$ cat src/rtl/core/tolerance_peak_trace_matcher_core_assert.svh
// Assertion macros shared by the trace matcher RTL.
// Each macro expects signals named clk and rst in the scope where it is used.
`ifndef TOLERANCE_PEAK_TRACE_MATCHER_CORE_ASSERT_SVH
`define TOLERANCE_PEAK_TRACE_MATCHER_CORE_ASSERT_SVH

// Consequent must hold in the same cycle as the antecedent.
`define TPTM_ASSERT_NOW(lbl, ante, cons, msg) \
  lbl: assert property (@(posedge clk) disable iff (rst) (ante) |-> (cons)) else $error(msg);

// Consequent must hold in the cycle after the antecedent.
`define TPTM_ASSERT_NEXT(lbl, ante, cons, msg) \
  lbl: assert property (@(posedge clk) disable iff (rst) (ante) |=> (cons)) else $error(msg);

`endif

$ cat src/rtl/core/tptm_pkg.sv
// Package of the trace matcher: sizes, codes, cell link and control structs.
// No dependencies; every other file of the block but the assertion header imports it.
package tptm_pkg;

  localparam int TRACES = 64;
  localparam int RUNS = 16;
  localparam int MZ_W = 32;
  localparam int CNT_W = $clog2(RUNS + 1);
  localparam int TOT_W = $clog2(TRACES + 1);
  localparam int RC_W = 5;
  localparam int MINR_W = 5;
  localparam int OP_W = 2;
  localparam int RUN_W = 4;
  localparam int CFG_IDX_W = 1;
  localparam int CFG_DATA_W = 32;

  localparam logic [OP_W-1:0] OP_INSERT = 2'd0;
  localparam logic [OP_W-1:0] OP_PRUNE = 2'd1;
  localparam logic [OP_W-1:0] OP_CLEAR = 2'd2;

  localparam logic [CFG_IDX_W-1:0] REG_MZ_TOL = 1'b0;
  localparam logic [CFG_IDX_W-1:0] REG_MIN_RUNS = 1'b1;

  localparam logic [MZ_W-1:0] TOL_RESET = 32'd10486;
  localparam logic [MINR_W-1:0] MIN_RUNS_RESET = 5'd2;

  // What one cell shows its neighbors.
  typedef struct packed {
    logic used;
    logic below;
    logic [MZ_W-1:0] gap;
    logic [MZ_W-1:0] key;
    logic [RUNS-1:0] mask;
  } tptm_link_t;

  // Commands and broadcast data from the sequencer to every cell.
  typedef struct packed {
    logic clr;
    logic cmp;
    logic upd;
    logic ins;
    logic pop;
    logic keep;
    logic [MZ_W-1:0] mz;
    logic [MZ_W-1:0] tol;
    logic [RUNS-1:0] run_bit;
    logic [MZ_W-1:0] pop_key;
    logic [RUNS-1:0] pop_mask;
  } tptm_ctl_t;

  // Run count as reported, saturated at the field's limit.
  function automatic logic [RC_W-1:0] sat_runs(input logic [CNT_W-1:0] c);
    if (32'(c) > 32'd31) begin
      return 5'd31;
    end
    return RC_W'(c);
  endfunction

endpackage

$ cat src/rtl/core/tptm_cell.sv
// One slot of the sorted trace row: key, run mask, and the nearest-key decision.
// Depends on tptm_pkg; talks only to its two neighbors and the broadcast control.
module tptm_cell import tptm_pkg::*; (
  input  logic             clk,
  input  logic             rst,
  input  logic             head,
  input  tptm_ctl_t        ctl,
  input  tptm_link_t       prv,
  input  tptm_link_t       nxt,
  output tptm_link_t       link,
  output logic             hit,
  output logic             flag,
  output logic [CNT_W-1:0] cnt
);

  logic [MZ_W-1:0] key;
  logic [RUNS-1:0] mask;
  logic used;
  logic lt;
  logic [MZ_W-1:0] gap;

  logic below;
  logic lower_pick;
  logic upper_pick;
  logic pos;
  logic sh;
  logic push;

  // Slots with a key under the fragment form a prefix of the row.
  assign below = used & lt;

  // Nearest key: the last slot below or the first slot at or above; ties go low.
  assign lower_pick = below & ~nxt.below & (~nxt.used | (gap <= nxt.gap));
  assign upper_pick = used & ~lt & (head | prv.below) & (head | (prv.gap > gap));
  assign hit = (lower_pick | upper_pick) & (gap <= ctl.tol);

  // Insert point is the first slot not below; slots after it move up by one.
  assign pos = (head | prv.below) & ~below;
  assign sh = ~head & ~prv.below;

  // During pruning the tail slot takes the entry popped off the front.
  assign push = used & ~nxt.used;

  assign link = '{used: used, below: below, gap: gap, key: key, mask: mask};

  // Distinct runs recorded in this slot.
  always_comb begin
    cnt = '0;
    for (int b = 0; b < RUNS; b++) begin
      cnt = cnt + CNT_W'(mask[b]);
    end
  end

  // Control state of the slot.
  always_ff @(posedge clk) begin
    if (rst) begin
      used <= 1'b0;
      flag <= 1'b0;
    end else if (ctl.clr) begin
      used <= 1'b0;
    end else if (ctl.upd) begin
      flag <= hit | (pos & ctl.ins);
      if (ctl.ins) begin
        if (pos) begin
          used <= 1'b1;
        end else if (sh) begin
          used <= prv.used;
        end
      end
    end else if (ctl.pop) begin
      used <= push ? ctl.keep : nxt.used;
    end
  end

  // Payload of the slot.
  always_ff @(posedge clk) begin
    if (ctl.cmp) begin
      lt <= key < ctl.mz;
      gap <= (key < ctl.mz) ? (ctl.mz - key) : (key - ctl.mz);
    end else if (ctl.upd) begin
      if (hit) begin
        mask <= mask | ctl.run_bit;
      end else if (ctl.ins) begin
        if (pos) begin
          key <= ctl.mz;
          mask <= ctl.run_bit;
        end else if (sh) begin
          key <= prv.key;
          mask <= prv.mask;
        end
      end
    end else if (ctl.pop) begin
      if (push) begin
        key <= ctl.pop_key;
        mask <= ctl.pop_mask;
      end else begin
        key <= nxt.key;
        mask <= nxt.mask;
      end
    end
  end

endmodule

$ cat config.mk
export PLATFORM = sky130hd
export DESIGN_NAME = tptm_cell
export DESIGN_NICKNAME = d
export VERILOG_FILES = /design/src/rtl/core/tolerance_peak_trace_matcher_core_assert.svh /design/src/rtl/core/tptm_pkg.sv /design/src/rtl/core/tptm_cell.sv
export SDC_FILE = /design/constraint.sdc
export NUM_CORES = 1
export LEC_CHECK = 0
export BUFFER_PORTS_ARGS = -buffer_cell sky130_fd_sc_hd__buf_2
export CORE_AREA = 2 2 151 153
export CTS_CLUSTER_SIZE = 12
export DETAILED_ROUTE_END_ITERATION = 6
export DIE_AREA = 0 0 153 155
export PLACE_DENSITY_LB_ADDON = 0.15
export SKIP_LAST_GASP = 1
export SYNTH_ARGS = -nofsm -noshare
export SYNTH_HDL_FRONTEND = slang
export SYNTH_SLANG_ARGS = --single-unit
$ cat constraint.sdc
create_clock -name clk -period 16.9 [get_ports clk]
set_input_delay 3.38 -clock clk [delete_from_list [all_inputs] [get_ports clk]]
set_output_delay 3.38 -clock clk [all_outputs]
set_load 0.02 [all_outputs]
# --- Word-level counts from Yosys, hierarchy flattened ---
# Cells that the tools add are included.
word_totals:
  reg_bits: 83
  inputBits: 301
op_classes:
  addsub: 17
  magnitude_cmp: 4
  eq_ne: 5
  n_mux: 21
  n_bitwise: 25
  reduce_logical: 6
op_table:
  columns: ["operator", "n"]
  rows:
  - ["32-bit 2-to-1 mux", 8]
  - ["16-bit 2-to-1 mux", 7]
  - ["32-bit less-or-equal comparator", 2]
  - ["32-bit subtractor", 2]
  - ["5-bit by 1-bit adder with 5-bit output", 11]
  - ["32-bit greater-than comparator", 1]
  - ["32-bit < comparator", 1]
  - ["16-bit bitwise OR", 1]
  - ["1-bit bitwise AND", 11]
  - ["1-bit NOT", 8]
  - ["1-bit 2-to-1 mux", 6]
  - ["4-bit by 1-bit adder with 5-bit output", 1]
  - ["1-bit bitwise OR", 5]
  - ["5-bit AND reduction", 1]
  - ["3-bit by 1-bit adder with 4-bit output", 1]
  - ["2-bit != test, second input constant", 2]
  - ["4-bit by 1-bit != test with 1-bit output, second input constant", 1]
  - ["4-bit AND reduction", 1]
  - ["2-bit by 1-bit adder with 3-bit output", 1]
  - ["3-bit by 1-bit != test with 1-bit output, second input constant", 1]
  - ["3-bit by 2-bit != test with 1-bit output, second input constant", 1]
  - ["3-bit AND reduction", 1]
  - ["1-bit by 1-bit adder with 2-bit output", 1]
  - ["2-bit AND reduction", 1]
  - ["other kinds (2)", 2]

# --- Depth between registers and ports, before layout ---
# Gate-level depths: netlist of the first run.
depth:
  word_depth: 15
  ltp_mapped: 14

# --- Worst setup path before layout of the first run ---
# OpenSTA, ideal clock, no wires.
synth_timing:
  path_type: "input -> register"
  startpoint: "input ctl[79] (netlist name)"
  endpoint: "register key[0] (enable)"
  arrival_ns: 10.123
  t_required_ns: 16.306
  setup_slack_ns: 6.183
  stages: 12
  path_buffers: 2
  cell_sequence: "inv_1 ha_1 nand3_1 nor4_1 a21bo_2 nand4_1 a2bb2oi_2 a31oi_1 a21oi_2 buf_6 buf_4 a2111oi_0"
synth_via:
  elab_chain_len: 4
synth_rtl:
  columns: ["item", "line", "text"]
  rows:
  - ["from (decl)", "tptm_cell.sv:7", "input tptm_ctl_t ctl,"]
  - ["32-bit less-or-equal comparator", "tptm_cell.sv:35", "assign hit = (lower_pick | upper_pick) & (gap <= ctl.tol);"]
  - ["1-bit bitwise AND", "tptm_cell.sv:35", null]
  - ["2-bit != test (no source line)", null, null]
  - ["5-bit AND reduction (no source line)", null, null]
  - ["to (signal assigned)", "tptm_cell.sv:85", "key <= ctl.mz;"]
  - ["to (signal assigned)", "tptm_cell.sv:88", "key <= prv.key;"]
  - ["to (signal assigned)", "tptm_cell.sv:94", "key <= ctl.pop_key;"]
  - ["to (decl)", "tptm_cell.sv:16", "logic [MZ_W-1:0] key;"]
# Every way passes these cells.
# A chain may end at the register's enable or synchronous reset.

# --- Worst setup path after layout of the first run ---
layout_timing:
  startpoint: "input nxt[73] (netlist name)"
  endpoint: "output hit"
layout_via:
  elab_chain_len: 5
layout_rtl:
  columns: ["item", "line", "text"]
  rows:
  - ["from (decl)", "tptm_cell.sv:9", "input tptm_link_t nxt,"]
  - ["32-bit less-or-equal comparator", "tptm_cell.sv:33", "assign lower_pick = below & ~nxt.below & (~nxt.used | (gap <= nxt.gap));"]
  - ["1-bit bitwise OR", "tptm_cell.sv:33", null]
  - ["1-bit bitwise AND", "tptm_cell.sv:33", null]
  - ["1-bit bitwise OR", "tptm_cell.sv:35", null]
  - ["1-bit bitwise AND", "tptm_cell.sv:35", null]
  - ["to (decl)", "tptm_cell.sv:11", "output logic hit,"]
# Every way passes these cells.

==> metrics, run 1 <==
total power=1.05 mW; H-tree depth=3; initial antenna violation count=5; Final WS setup=7.55 ns; Synth Cell Area=10,900 µm²; Fillers=2,107; power per cell area=79.4 nW/µm²; Die Width=153 µm; antenna viol nets, final=0; largest net degree at the start of global routing=104; leakage power=6.65 nW; Crit-path slowest cell=nor4_1; DR iter-0 viols=692; WL final=35.3 mm; post-DP HPWL=29.6 mm; Worst path max stage delay=0.57 ns; sequential cell area=2470 µm²; Remaining DRCs=2; Cells after DPL=1,924; Clock Tree Buf Depth=2; Core Region=22,200 µm²; Via density=5.58; Synth cell types=81; FFs w/ async S/R, synth=0; design area=13,300 µm²; post-CTS sizing=0; Post-synth EDFFs=81; Synth Instances=1,311; total number of vias=10,800; final setup violation count=0; critical path type=in2out; Synth top area share=0.224; CP dominant cell by count=buf_2; Critical Path RT=13.52 ns; clk slew on worst S/H paths=0.06 ns; area of the multi-input gates=7340 µm²; Max-Cap Viols=0; Mapped Nets=1,788; crit end category=output pin; first-pass GRT wire length=54.8 mm; Synth Area per Inst=8.29 µm²; drt wl/cell=18.2 µm; Slew Limit Fails=0; Final min period=9.35 ns; die height=155 µm; post-CTS setup buffer count=0; Initial Utilization=0.489; clk sinks=83; Slew @ Worst Pin=1.03 ns; Synth Register Bits=83; GRT overflow=0; Post-Layout Cell Count=1,943; dpl ws=7.54 ns; fmax=107 MHz; peak supply drop=93.4 µV; Inserted Clock Buffers=9; worst hold margin=0.512 ns; ys flop type=edfxtp_1; Synth warnings=0; share of layout cells above drive strength 1=0.277; CP Cell Sequence=buf_2 > inv_1 > ha_1 > nand4_1 > nor4_1 > nand3_1 > a211oi_1 > a41oi_1 > a21oi_4 > buf_4 > buf_2; GRT Overall Usage=0.289; setup tns final=0 ns; final hold violation count=0; root buf cell=clkbuf_16; critical path data arrival time=5.97 ns; Placement Cell Area=12,900 µm²; outcome=complete, but fails checks; Layout area overhead=22.0%; largest area contributor in the netlist=edfxtp_1; RSZ-0062 raised after global routing=false; # IOs=390; failing checks=design-rule violations; num rows=55; worst-path fanout max=36; die area=23,700 µm²; startpoint types=input port; count leader, synth=inv_1; Final nets=2,127; worst skew pair latency=0.36 ns; drt pass-1 iters=7; worst hold path class=reg2reg; relative slew slack=0.313; synth top area cells=edfxtp_1 (22%), ha_1 (19%), inv_1 (6.6%); list of most frequent post-synthesis cells=inv_1 (192), ha_1 (164), nand2_1 (119); # port buffers=389; RePlAce Congestion=0.940; fin crit share=0.553; fin util=0.596; hold-fix buffer count after cts=0; vias in the first global route=10,600; TritonCTS clock tree=done; part of the Yosys area used for sequential elements=0.228; worst clock skew=0.0183 ns
==> registers in the layout, indices dropped and copies added (netlist names) <==
| register | cells |
|---|---|
| flag | 1 |
| gap | 32 |
| key | 32 |
| lt | 1 |
| mask | 16 |
| used | 1 |
==> worst max-delay path, delay by kind of cell <==
family,cells,cell delay [ns]
compound gates,3,0.55
fa+ha+maj,1,0.28
buf+inv,4,0.83
simple gates,3,0.88
==> logic make-up after synthesis <==
| group | Yosys count | share of synthesized area |
|---|---|---|
| buf+inv | 261 | 0.100 |
| flops | 83 | 0.228 |
| fa+ha+maj | 176 | 0.211 |
| simple gates | 350 | 0.161 |
| xor+xnor | 31 | 0.0250 |
| compound gates | 381 | 0.248 |
| mux | 29 | 0.0276 |
==> path summary, 6_finish.rpt <==
check | from | end | slack (ns) | cells after the start
setup reg to reg | key[25]$_DFFE_PP_ | gap[24]$_DFFE_PP_ | 12.96 | 12
setup / recovery | nxt[73] | hit | 7.55 | 11
hold reg to reg | flag$_SDFFE_PP0P_ | flag$_SDFFE_PP0P_ | 0.51 | 2
hold / removal | flag$_SDFFE_PP0P_ | flag$_SDFFE_PP0P_ | 0.51 | 2
==> routing by layer <==
metal / vias to the layer above / global-route usage / share of wire
li1: 5338 / - / -
met2: 426 / 0.509 / 0.48
met4: 4 / 0.0877 / 0.024
met3: 56 / 0.0529 / 0.072
met1: 5017 / 0.362 / 0.42
met5: - / 0 / 0.00068
==> power breakdown <==
group / switching, mW / internal [mW]
clock network: 0.0863 / 0.145
registers: 0.0288 / 0.263
logic: 0.312 / 0.217
total: 0.427 / 0.625
==> area by class of cell <==
| cell class | instances | area share |
|---|---|---|
| repair buffers | 396 | 0.151 |
| flip-flops and latches | 83 | 0.187 |
| clock inverters | 6 | 0.00869 |
| multi-input cells | 967 | 0.554 |
| diodes | 3 | 0.000567 |
| inverters | 193 | 0.0547 |
| well taps | 285 | 0.0269 |
| clock buffers | 10 | 0.0173 |
==> layout by cell type (no fill, tap or decap), types with 4 or more instances in the layout <==
cell	n
a21oi_1	90
o21ai_0	32
nor3_1	27
inv_1	192
nor2b_1	29
fa_1	12
nand2_1	119
nor2_2	4
o21a_1	6
edfxtp_1	81
o211ai_1	9
a2111oi_0	5
nor2_1	49
a31oi_1	39
a21o_1	46
a2111oi_4	4
or3_1	5
buf_4	8
nand3_1	17
xnor2_1	23
and2_0	6
o21bai_1	10
mux2i_1	27
xor2_1	8
a211oi_1	66
nor4_1	5
a211oi_2	10
and4_1	5
nand4_1	23
and2_1	45
o21ai_1	16
buf_2	388
clkbuf_16	9
ha_1	164
Power figures use the tool's default switching activity.
==> run 2: changes to the inputs <==
--- a/config.mk
+++ b/config.mk
@@ -5,11 +5,12 @@
 export SDC_FILE = /design/constraint.sdc
 export NUM_CORES = 1
 export LEC_CHECK = 0
+export ABC_AREA = 1
 export BUFFER_PORTS_ARGS = -buffer_cell sky130_fd_sc_hd__buf_2
-export CORE_AREA = 2 2 151 153
+export CORE_AREA = 2 2 149 151
 export CTS_CLUSTER_SIZE = 12
 export DETAILED_ROUTE_END_ITERATION = 6
-export DIE_AREA = 0 0 153 155
+export DIE_AREA = 0 0 151 153
 export PLACE_DENSITY_LB_ADDON = 0.15
 export SKIP_LAST_GASP = 1
 export SYNTH_ARGS = -nofsm -noshare
==> constraint.sdc (replaced) <==
create_clock -name clk -period 9.53 [get_ports clk]
set_input_delay 1.906 -clock clk [delete_from_list [all_inputs] [get_ports clk]]
set_output_delay 1.906 -clock clk [all_outputs]
set_load 0.02 [all_outputs]
==> metrics, run 2 <==
outcome=finished clean; # IOs=390; ys flop type=edfxtp_1; post-CTS setup buffer count=0; setup tns final=0 ns; Die Width=151 µm; GRT Overall Usage=0.300; Synth Cell Area=11,100 µm²; drt wl/cell=15.9 µm; Mapped Nets=2,066; WL final=35.3 mm; count leader, synth=nand2_1; CP dominant cell by count=inv_1; list of most frequent post-synthesis cells=nand2_1 (345), inv_1 (264), ha_1 (164); clk slew on worst S/H paths=0.07 ns; Core Region=21,500 µm²; CP Cell Sequence=buf_2 > inv_1 > ha_1 > nand2_1 > inv_1 > nand4_1 > nor4_1 > nand4_1 > nand2_1 > buf_4 > nand2_2 > inv_1 > buf_2; num rows=54; Via density=5.32; RePlAce Congestion=0.919; Synth top area share=0.220; hold-fix buffer count after cts=0; largest area contributor in the netlist=edfxtp_1; Slew @ Worst Pin=1.15 ns; DR iter-0 viols=835; GRT overflow=0; most common cell after layout, fill and taps aside=buf_2; commonest non-fill, non-tap cells in the layout=buf_2 (389), nand2_1 (344), inv_1 (264); synth top area cells=edfxtp_1 (22%), ha_1 (19%), nand2_1 (12%); H-tree depth=3; Synth Area per Inst=6.96 µm²; critical path type=in2out; fin crit share=0.650; Synth cell types=52; Post-synth EDFFs=81; FFs w/ async S/R, synth=0; power per cell area=139 nW/µm²; leakage power=7.25 nW; Remaining DRCs=0; worst-path fanout max=19; drt pass-1 iters=5; initial antenna violation count=0; fin util=0.627; Critical Path RT=7.62 ns; post-DP HPWL=29.6 mm; largest net degree at the start of global routing=90; clk sinks=83; worst hold path class=reg2reg; antenna viol nets, final=0; RSZ-0062 raised after global routing=false; first-pass GRT wire length=55.3 mm; worst skew pair latency=0.35 ns; # port buffers=389; Synth warnings=0; startpoint types=input port; Slew Limit Fails=0; peak supply drop=106 µV; vias in the first global route=11,300; worst clock skew=0.0149 ns; Synth Register Bits=83; final setup violation count=0; # diodes=0; top flop regs=gap (32), key (32), mask (16); RR Startpoint=gap[27]$_DFFE_PP_; die height=153 µm; relative slew slack=0.233; fmax=161 MHz; share of layout cells above drive strength 1=0.233; part of the Yosys area used for sequential elements=0.224; post-CTS sizing=0; die area=23,100 µm²; total number of vias=11,800; Max-Cap Viols=0; Initial Utilization=0.515; crit end category=output pin; Inserted Clock Buffers=9; root buf cell=clkbuf_16; final hold violation count=0; Layout area overhead=21.8%; hold path start=flag$_SDFFE_PP0P_; TritonCTS clock tree=done; Critical Path Source=ctl[95]; Worst path max stage delay=0.41 ns; Final min period=6.20 ns; critical path data arrival time=4.29 ns; Final nets=2,418; Crit-path slowest cell=nor4_1; Synth Instances=1,589; Clock Tree Buf Depth=2
[run 2: cell types whose count changed after synthesis, moves of 26 or more]
cell      delta
nor2_1      +66
a21oi_1     +71
inv_1       +72
xor2_1      +26
nand3_1     +35
o21ai_0     +79
a211oi_1    -59
nor2b_1     -30
a21o_1      -37
mux2i_1     -26
and2_1      -45
nand2_1    +226
[run 2: where the power goes]
part	internal (mW)	switching (mW)
Sequential	0.465	0.0531
Clock	0.245	0.147
Combinational	0.363	0.603
[run 2: cell type report]
class | instances | area, µm²
flip-flops and latches | 83 | 2470
multi-input cells | 1182 | 7300
clock inverters | 3 | 68.8
clock buffers | 13 | 260
fillers | 2137 | 8020
repair buffers | 397 | 2010
well taps | 280 | 350
inverters | 268 | 1010
[run 2: path summary, 6_finish.rpt]
kind                              to  slack (ns)  cells past startpoint
setup / recovery                 hit        3.33                     13
hold / removal     flag$_SDFFE_PP0P_        0.52                      2
setup reg to reg  mask[11]$_DFFE_PP_        5.86                     11
hold reg to reg    flag$_SDFFE_PP0P_        0.52                      2
[run 2: layer usage]
| layer | vias up | GRT usage | routed length, µm |
|---|---|---|---|
| li1 | 5976 | - | - |
| met1 | 5349 | 0.395 | 15400 |
| met2 | 469 | 0.515 | 16700 |
| met3 | 49 | 0.0328 | 2360 |
| met4 | 0 | 0.0939 | 847 |
| met5 | - | 0 | 0 |
[run 2: kinds of logic after synthesis]
family / Yosys count / share of synthesized area
xor+xnor: 47 / 0.0379
fa+ha+maj: 176 / 0.207
simple gates: 571 / 0.215
buf+inv: 324 / 0.117
flops: 83 / 0.224
mux: 10 / 0.0101
compound gates: 378 / 0.189
[run 2: critical path: cells and delay by family]
kind	cells	cell delay, ns
adder cells (fa/ha/maj)	1	0.28
buffers and inverters	6	0.81
AND/OR/NAND/NOR	6	1.28
[run 2: stage by stage]
step | cells | total power, mW | setup WS, ns | cell area [µm²] | hold slack (ns)
after floorplan | 1589 | 1.16 | 3.98 | 11100 | 0.514
after global placement | 2210 | 1.47 | 3.32 | 13100 | 0.496
after detailed placement | 2210 | 1.48 | 3.33 | 13100 | 0.500
after CTS | 2226 | 1.88 | 3.33 | 13500 | 0.517
after global routing | 2226 | 2.01 | 3.10 | 13500 | 0.545
final | 2226 | 1.88 | 3.33 | 13500 | 0.521
==> run 3: changes to the inputs <==
--- a/config.mk
+++ b/config.mk
@@ -5,12 +5,12 @@
 export SDC_FILE = /design/constraint.sdc
 export NUM_CORES = 1
 export LEC_CHECK = 0
-export ABC_AREA = 1
+export ABC_AREA = 0
 export BUFFER_PORTS_ARGS = -buffer_cell sky130_fd_sc_hd__buf_2
-export CORE_AREA = 2 2 149 151
+export CORE_AREA = 2 2 152 154
 export CTS_CLUSTER_SIZE = 12
 export DETAILED_ROUTE_END_ITERATION = 6
-export DIE_AREA = 0 0 151 153
+export DIE_AREA = 0 0 154 156
 export PLACE_DENSITY_LB_ADDON = 0.15
 export SKIP_LAST_GASP = 1
 export SYNTH_ARGS = -nofsm -noshare
==> constraint.sdc (replaced) <==
create_clock -name clk -period 6.1 [get_ports clk]
set_input_delay 1.22 -clock clk [delete_from_list [all_inputs] [get_ports clk]]
set_output_delay 1.22 -clock clk [all_outputs]
set_load 0.02 [all_outputs]
==> metrics, run 3 (synthesis results as in run 1) <==
outcome=finished clean; total power=2.86 mW; hold-fix buffer count after cts=0; Max-Cap Viols=0; RSZ-0062 raised after global routing=false; antenna viol nets, final=0; vias in the first global route=10,400; Worst path max stage delay=0.57 ns; # IOs=390; die area=24,000 µm²; die height=156 µm; Remaining DRCs=0; drt wl/cell=18.2 µm; Critical Path RT=4.88 ns; fin crit share=0.855; relative slew slack=0.345; GRT Overall Usage=0.286; setup tns final=0 ns; fmax=192 MHz; Layout area overhead=21.8%; top flop regs=gap (32), key (32), mask (16); critical path data arrival time=3.99 ns; Via density=5.51; Final min period=5.21 ns; initial antenna violation count=5; leakage power=6.64 nW; Slew @ Worst Pin=0.980 ns; Initial Utilization=0.486; worst hold path class=reg2reg; GRT overflow=0; commonest non-fill, non-tap cells in the layout=buf_2 (388), inv_1 (192), ha_1 (164); final hold violation count=0; cell family with most CP delay=adder cells; final setup violation count=0; most common cell after layout, fill and taps aside=buf_2; worst-path fanout max=3; total number of vias=10,700; drt pass-1 iters=5; clk sinks=83; Worst Path Buf+Inv=4; startpoint types=flip-flop; share of layout cells above drive strength 1=0.276; WL final=35.3 mm; CP dominant cell by count=fa_1; H-tree depth=3; # port buffers=389; Clock Tree Buf Depth=2; Final nets=2,127; clk slew on worst S/H paths=0.07 ns; CP Cell Sequence=fa_1 > inv_1 > fa_1 > fa_1 > fa_1 > inv_1 > ha_1 > inv_1 > fa_1 > nor2b_1 > o21a_1 > buf_2; power per cell area=217 nW/µm²; worst clock skew=0.0133 ns; Inserted Clock Buffers=9; post-DP HPWL=29.6 mm; post-CTS sizing=0; Cells after DPL=1,924; num rows=55; post-CTS setup buffer count=0; root buf cell=clkbuf_16; Slew Limit Fails=0; RePlAce Congestion=0.958; critical path type=reg2out; worst skew pair latency=0.36 ns; first-pass GRT wire length=54.2 mm; Die Width=154 µm; Crit-path slowest cell=fa_1; crit end category=output pin; largest net degree at the start of global routing=104; peak supply drop=206 µV; Core Region=22,400 µm²; Post-Layout Cell Count=1,943; Fillers=2,128; TritonCTS clock tree=done; DR iter-0 viols=703
[run 3: power breakdown]
group          switching [mW]  leakage (nW)  internal (mW)
combinational           0.872          5.70          0.602
sequential             0.0805         0.788          0.728
clock                   0.225         0.150          0.357
[run 3: metrics by stage]
| stage | worst slack [ns] | instance area, µm² | hold WS (ns) | util |
|---|---|---|---|---|
| 2_1_floorplan | 0.681 | 10900 | 0.545 | - |
| 3_3_place_gp | 1.21 | 12900 | 0.483 | 0.577 |
| 3_5_place_dp | 1.15 | 12900 | 0.499 | 0.577 |
| 4_1_cts | 0.819 | 13200 | 0.513 | 0.591 |
| 5_1_grt | 0.710 | 13200 | 0.579 | 0.591 |
| 6_report | 0.886 | 13200 | 0.522 | 0.591 |
[run 3: path summary, 6_finish.rpt]
check               startpoint           endpoint  slack (ns)  depth (start not counted)
max          mask[0]$_DFFE_PP_             cnt[4]        0.89                         12
min          flag$_SDFFE_PP0P_  flag$_SDFFE_PP0P_        0.52                          2
max reg2reg  key[25]$_DFFE_PP_  gap[24]$_DFFE_PP_        2.20                         11
min reg2reg  flag$_SDFFE_PP0P_  flag$_SDFFE_PP0P_        0.52                          2
[run 3: worst min-delay path, stage by stage, from the launching register on]
cell      delay [ns]
dfxtp_1         0.32
nor2_1          0.10
a211oi_1        0.06
[run 3: layout make-up]
cell class	instances	area [µm²]	share of cell area
multi-input cells	967	7360	0.556
flip-flops and latches	83	2470	0.187
repair buffers	396	2000	0.151
inverters	193	724	0.0548
well taps	285	357	0.0270
clock buffers	11	233	0.0176
clock inverters	5	77.6	0.00586
diodes	3	7.51	0.000567
[run 3: metal layers]
metal	track usage	share of wire
met4	0.0926	0.022
met1	0.360	0.43
met5	0	0.00068
met2	0.497	0.48
met3	0.0514	0.063
